==> src/rtl/aes_pkg.sv <==
// Shared types, S-box table and GF(2^8) helpers for the AES block encryptor.
package aes_pkg;

  typedef logic [127:0] block_t;

  // Step selection for the shared round unit.
  typedef struct packed {
    logic first;  // key addition only
    logic last;   // final round, no MixColumns
  } round_ctl_t;

  localparam logic [7:0] SBOX [256] = '{
    8'h63, 8'h7C, 8'h77, 8'h7B, 8'hF2, 8'h6B, 8'h6F, 8'hC5,
    8'h30, 8'h01, 8'h67, 8'h2B, 8'hFE, 8'hD7, 8'hAB, 8'h76,
    8'hCA, 8'h82, 8'hC9, 8'h7D, 8'hFA, 8'h59, 8'h47, 8'hF0,
    8'hAD, 8'hD4, 8'hA2, 8'hAF, 8'h9C, 8'hA4, 8'h72, 8'hC0,
    8'hB7, 8'hFD, 8'h93, 8'h26, 8'h36, 8'h3F, 8'hF7, 8'hCC,
    8'h34, 8'hA5, 8'hE5, 8'hF1, 8'h71, 8'hD8, 8'h31, 8'h15,
    8'h04, 8'hC7, 8'h23, 8'hC3, 8'h18, 8'h96, 8'h05, 8'h9A,
    8'h07, 8'h12, 8'h80, 8'hE2, 8'hEB, 8'h27, 8'hB2, 8'h75,
    8'h09, 8'h83, 8'h2C, 8'h1A, 8'h1B, 8'h6E, 8'h5A, 8'hA0,
    8'h52, 8'h3B, 8'hD6, 8'hB3, 8'h29, 8'hE3, 8'h2F, 8'h84,
    8'h53, 8'hD1, 8'h00, 8'hED, 8'h20, 8'hFC, 8'hB1, 8'h5B,
    8'h6A, 8'hCB, 8'hBE, 8'h39, 8'h4A, 8'h4C, 8'h58, 8'hCF,
    8'hD0, 8'hEF, 8'hAA, 8'hFB, 8'h43, 8'h4D, 8'h33, 8'h85,
    8'h45, 8'hF9, 8'h02, 8'h7F, 8'h50, 8'h3C, 8'h9F, 8'hA8,
    8'h51, 8'hA3, 8'h40, 8'h8F, 8'h92, 8'h9D, 8'h38, 8'hF5,
    8'hBC, 8'hB6, 8'hDA, 8'h21, 8'h10, 8'hFF, 8'hF3, 8'hD2,
    8'hCD, 8'h0C, 8'h13, 8'hEC, 8'h5F, 8'h97, 8'h44, 8'h17,
    8'hC4, 8'hA7, 8'h7E, 8'h3D, 8'h64, 8'h5D, 8'h19, 8'h73,
    8'h60, 8'h81, 8'h4F, 8'hDC, 8'h22, 8'h2A, 8'h90, 8'h88,
    8'h46, 8'hEE, 8'hB8, 8'h14, 8'hDE, 8'h5E, 8'h0B, 8'hDB,
    8'hE0, 8'h32, 8'h3A, 8'h0A, 8'h49, 8'h06, 8'h24, 8'h5C,
    8'hC2, 8'hD3, 8'hAC, 8'h62, 8'h91, 8'h95, 8'hE4, 8'h79,
    8'hE7, 8'hC8, 8'h37, 8'h6D, 8'h8D, 8'hD5, 8'h4E, 8'hA9,
    8'h6C, 8'h56, 8'hF4, 8'hEA, 8'h65, 8'h7A, 8'hAE, 8'h08,
    8'hBA, 8'h78, 8'h25, 8'h2E, 8'h1C, 8'hA6, 8'hB4, 8'hC6,
    8'hE8, 8'hDD, 8'h74, 8'h1F, 8'h4B, 8'hBD, 8'h8B, 8'h8A,
    8'h70, 8'h3E, 8'hB5, 8'h66, 8'h48, 8'h03, 8'hF6, 8'h0E,
    8'h61, 8'h35, 8'h57, 8'hB9, 8'h86, 8'hC1, 8'h1D, 8'h9E,
    8'hE1, 8'hF8, 8'h98, 8'h11, 8'h69, 8'hD9, 8'h8E, 8'h94,
    8'h9B, 8'h1E, 8'h87, 8'hE9, 8'hCE, 8'h55, 8'h28, 8'hDF,
    8'h8C, 8'hA1, 8'h89, 8'h0D, 8'hBF, 8'hE6, 8'h42, 8'h68,
    8'h41, 8'h99, 8'h2D, 8'h0F, 8'hB0, 8'h54, 8'hBB, 8'h16
  };

  localparam logic [7:0] GF_POLY = 8'h1B;

  // Multiply by x in GF(2^8).
  function automatic logic [7:0] xtime(input logic [7:0] a);
    xtime = {a[6:0], 1'b0} ^ (a[7] ? GF_POLY : 8'h00);
  endfunction

endpackage

==> src/rtl/aes_key_store.sv <==
// Round key memory: one write port, one registered read port.
module aes_key_store
  import aes_pkg::*;
#(
  parameter int DEPTH = 11
) (
  input  logic                     clk,
  input  logic                     wr_en,
  input  logic [$clog2(DEPTH)-1:0] wr_addr,
  input  block_t                   wr_data,
  input  logic                     rd_en,
  input  logic [$clog2(DEPTH)-1:0] rd_addr,
  output block_t                   rd_data
);

  block_t mem [DEPTH];

  always_ff @(posedge clk) begin
    if (wr_en) begin
      mem[wr_addr] <= wr_data;
    end
    if (rd_en) begin
      rd_data <= mem[rd_addr];
    end
  end

endmodule

==> config.mk <==
export PLATFORM = sky130hd
export DESIGN_NAME = aes_key_store
export DESIGN_NICKNAME = d
export VERILOG_FILES = /design/src/rtl/aes_pkg.sv /design/src/rtl/aes_key_store.sv
export SDC_FILE = /design/constraint.sdc
export NUM_CORES = 1
export LEC_CHECK = 0
export ABC_CLOCK_PERIOD_IN_PS = 18770
export BUFFER_PORTS_ARGS = -buffer_cell sky130_fd_sc_hd__clkbuf_2
export CAP_MARGIN = 30
export CORE_AREA = 2 2 365 367
export DETAILED_ROUTE_END_ITERATION = 6
export DIE_AREA = 0 0 367 369
export SETUP_SLACK_MARGIN = 0.3
export SKIP_CTS_REPAIR_TIMING = 1
export SLEW_MARGIN = 20
export SYNTH_ARGS = -nofsm -noshare
export SYNTH_HDL_FRONTEND = slang
export SYNTH_SLANG_ARGS = --single-unit
export TNS_END_PERCENT = 20
==> constraint.sdc <==
create_clock -name clk -period 18.77 [get_ports clk]
set_clock_uncertainty 0.15 [all_clocks]
set_input_delay 0.9385 -clock clk [delete_from_list [all_inputs] [get_ports clk]]
set_output_delay 0.9385 -clock clk [all_outputs]
set_load 0.02 [all_outputs]
After elaboration in Yosys (flattened, before gate mapping)
Memory sizes are Yosys's and may differ from the RTL's. A register that Yosys moved wholly into a read port is not among the register bits.
Index checks and enable logic that the tools add are counted.
{"block": "totals", "ff_bits": 0, "ram_bits": 1408, "inputBits": 139, "word_cells": 3, "n_memories": 1}
{"block": "classes", "muxes": 2}
{"name": "mem", "words": 11, "width": 128, "rd": 1, "rd_ports_with_merged_regs": 1, "write_ports": 1, "line_no": "aes_key_store.sv:16", "text": "block_t mem [DEPTH];"}
{"op": "1-bit 2-to-1 mux", "n": 2}

Logic depth before layout (Yosys ltp)
{"block": "depth", "word_depth": 2, "depth_mapped": 6}

Worst setup path after synthesis
OpenSTA, ideal clock, no wires.
{"block": "synth_timing", "path_kind": "input port to flip-flop", "start": "input wr_addr[3]", "end": "memory mem[0][0] in the netlist's numbering (enable)", "t_arrival_ns": 10.092, "setup_slack_ns": 7.754, "stages": 2, "n_path_buf": 0, "cell_sequence": "or3b_2 > nor3_1"}
{"element": "from (decl)", "line_no": "aes_key_store.sv:9", "text": "input logic [$clog2(DEPTH)-1:0] wr_addr,"}
{"element": "to (decl)", "line_no": "aes_key_store.sv:16"}
Straight into the memory's write port.

==> metrics.txt <==
routed len/inst 27.0 um; CP max FO 151; antenna violations before repair 26; IO buf count 266; clk slew on worst S/H paths 60 ps; most frequent cells in the layout 1,536 x edfxtp_1, 384 x mux2_2, 262 x clkbuf_2; hold_ws ~340 ps; leading cell type in the layout, fill and taps excluded edfxtp_1; total CTS buffers 155; drt pass-1 iters 7; YS warnings 0; Pleak 22.3 nW; initial drt markers 2,532; CP required 19,090 ps; crit end category flip-flop; total power 7.21 mW; Worst setup SP type input port; die height ~370 um; Layout Cells excl Fill between 5,000 and 6,000; Post-Syn Area 0.0587 mm^2; synthesized netlist cell count 3,021; nets between 3,000 and 4,000; vias in the first global route 30,290; mean post-synth cell area about 19 um^2; Worst-Margin Slew 1100 ps; endpoints failing hold 0; Sink Count 1,536; fmax 175 MHz; critical path data arrival time 6020 ps; status completed; full die area 0.135 mm^2; die width 367 um; hold crit path type input port to flip-flop; Clk Latency, worst-skew pair 760 ps; core area 0.131 mm^2; Cell Rows 133; layout cells sized above 1 a little over a quarter; Final TNS setup 0 ps; P&R area growth vs syn 14.0%; worst reg2reg path depth 3; post-synthesis cell type count 19; # setup viols final 0; RD Place Congestion 0.725; Ports 267; hold path cells 1; Peak VDD IR 79.9 uV; DR vias 29,439; CTS H-Tree Depth 4; crit path kind input port to flip-flop; antenna-violating nets left 0; first-pass GRT wire length 204,000 um; pin count of the biggest net entering global routing 180; final period utilization 30.4%; Rel. slew slack around a quarter; Final Max Slew Viols 0; drc violations 0; Mapped Nets 3,160; Root Driver clkbuf_16; placed insts 4,921; starting density of the core about 45%; RSZ-0062 raised after global routing false; CTS tree built; GRT overflow 0; Avg Vias per Cell 5.66; wirelength, routed ~140,000 um; post-detail-place hpwl 70,200 um; sequential-to-total area share from yosys stat 78.5%; GRT Overall Usage 20.6%; post-synthesis register bit count 1,536; Final min period 5710 ps; CTS Buffer Depth 3; Max-cap violations 0; power per cell area 108 mW/mm^2
==> state kept, by name, indices dropped and copies added (netlist names) <==
register	count
mem	1408
rd_data	128
==> path summary, 6_finish.rpt <==
path	startpoint	end	slack (ps)
worst max register to register	mem[3][31]	rd_data[31]	17120
worst max-delay path	rd_addr[0]	rd_data[92]	13060
worst min-delay path	wr_data[91]	mem[8][91]	340
worst min register to register	mem[10][2]	rd_data[2]	490
==> kinds of logic (layout without fill, tap and decap cells) <==
| group | count (synthesis) | after routing | synth area share [%] |
|---|---|---|---|
| DFF | 1536 | 1536 | 78.5 |
| buffers and inverters | 184 | 602 | 1.67 |
| and+or+nand+nor | 149 | 149 | 1.54 |
| other | 0 | 4 | 0 |
| muxes | 640 | 640 | 11.7 |
| AOI/OAI and AO/OA | 512 | 512 | 6.54 |
==> report_power, final <==
part	internal (mW)	leakage, nW	switching (mW)
clock	1.69	2.36	1.24
sequential	3.87	14.0	0.0271
combinational	0.133	5.96	0.250
total	5.70	22.3	1.51
==> per-layer routing <==
metal	vias to the layer above	GRT usage, %	wire [um]
met2	852	34.0	68000
met4	38	5.44	2750
li1	12933	-	-
met1	15369	27.8	60300
met5	-	0	225
met3	247	4.44	8910
==> through the flow <==
step / cell area [um^2] / worst slack (ps) / util, %
finish: 67000 / 13060 / 51.1
global placement: 61900 / 12410 / 47.2
floorplan: 58700 / 7750 / -
CTS: 66900 / 13100 / 51.0
global route: 67000 / 12750 / 51.1
detailed placement: 62100 / 12250 / 47.4
==> area by class of cell <==
class                   instances  area (um^2)
repair buffers                330         2120
fillers                     10524        64200
clock buffers                 180         4040
flip-flops and latches       1536        46100
well taps                    1755         2200
diodes                          4         10.0
multi-input cells            1301        11700
clock inverters                92          747
==> Yosys cell counts <==
library cell | n | area, um^2
buf_2 | 28 | 140
nand3b_1 | 2 | 15.0
or3b_2 | 1 | 8.76
edfxtp_1 | 1536 | 46100
o31ai_1 | 128 | 961
nand2_1 | 2 | 7.51
mux2_2 | 384 | 4320
nand2b_1 | 131 | 820
nor2b_1 | 1 | 6.26
clkbuf_1 | 93 | 349
nor2_1 | 9 | 33.8
o211ai_1 | 128 | 961
buf_4 | 42 | 315
a22o_1 | 128 | 1120
buf_6 | 13 | 146
mux2i_1 | 256 | 2560
o22ai_1 | 128 | 801
nor3_1 | 3 | 15.0
buf_1 | 8 | 30.0
==> worst max-delay path, cell delays in order <==
cell      delay, ps
buf_8           670
buf_4           820
buf_12          770
buf_4           830
buf_4           750
buf_12          300
mux2_2          360
o211ai_1        180
o31ai_1         110
No activity file was read; power rests on OpenSTA's default activity.
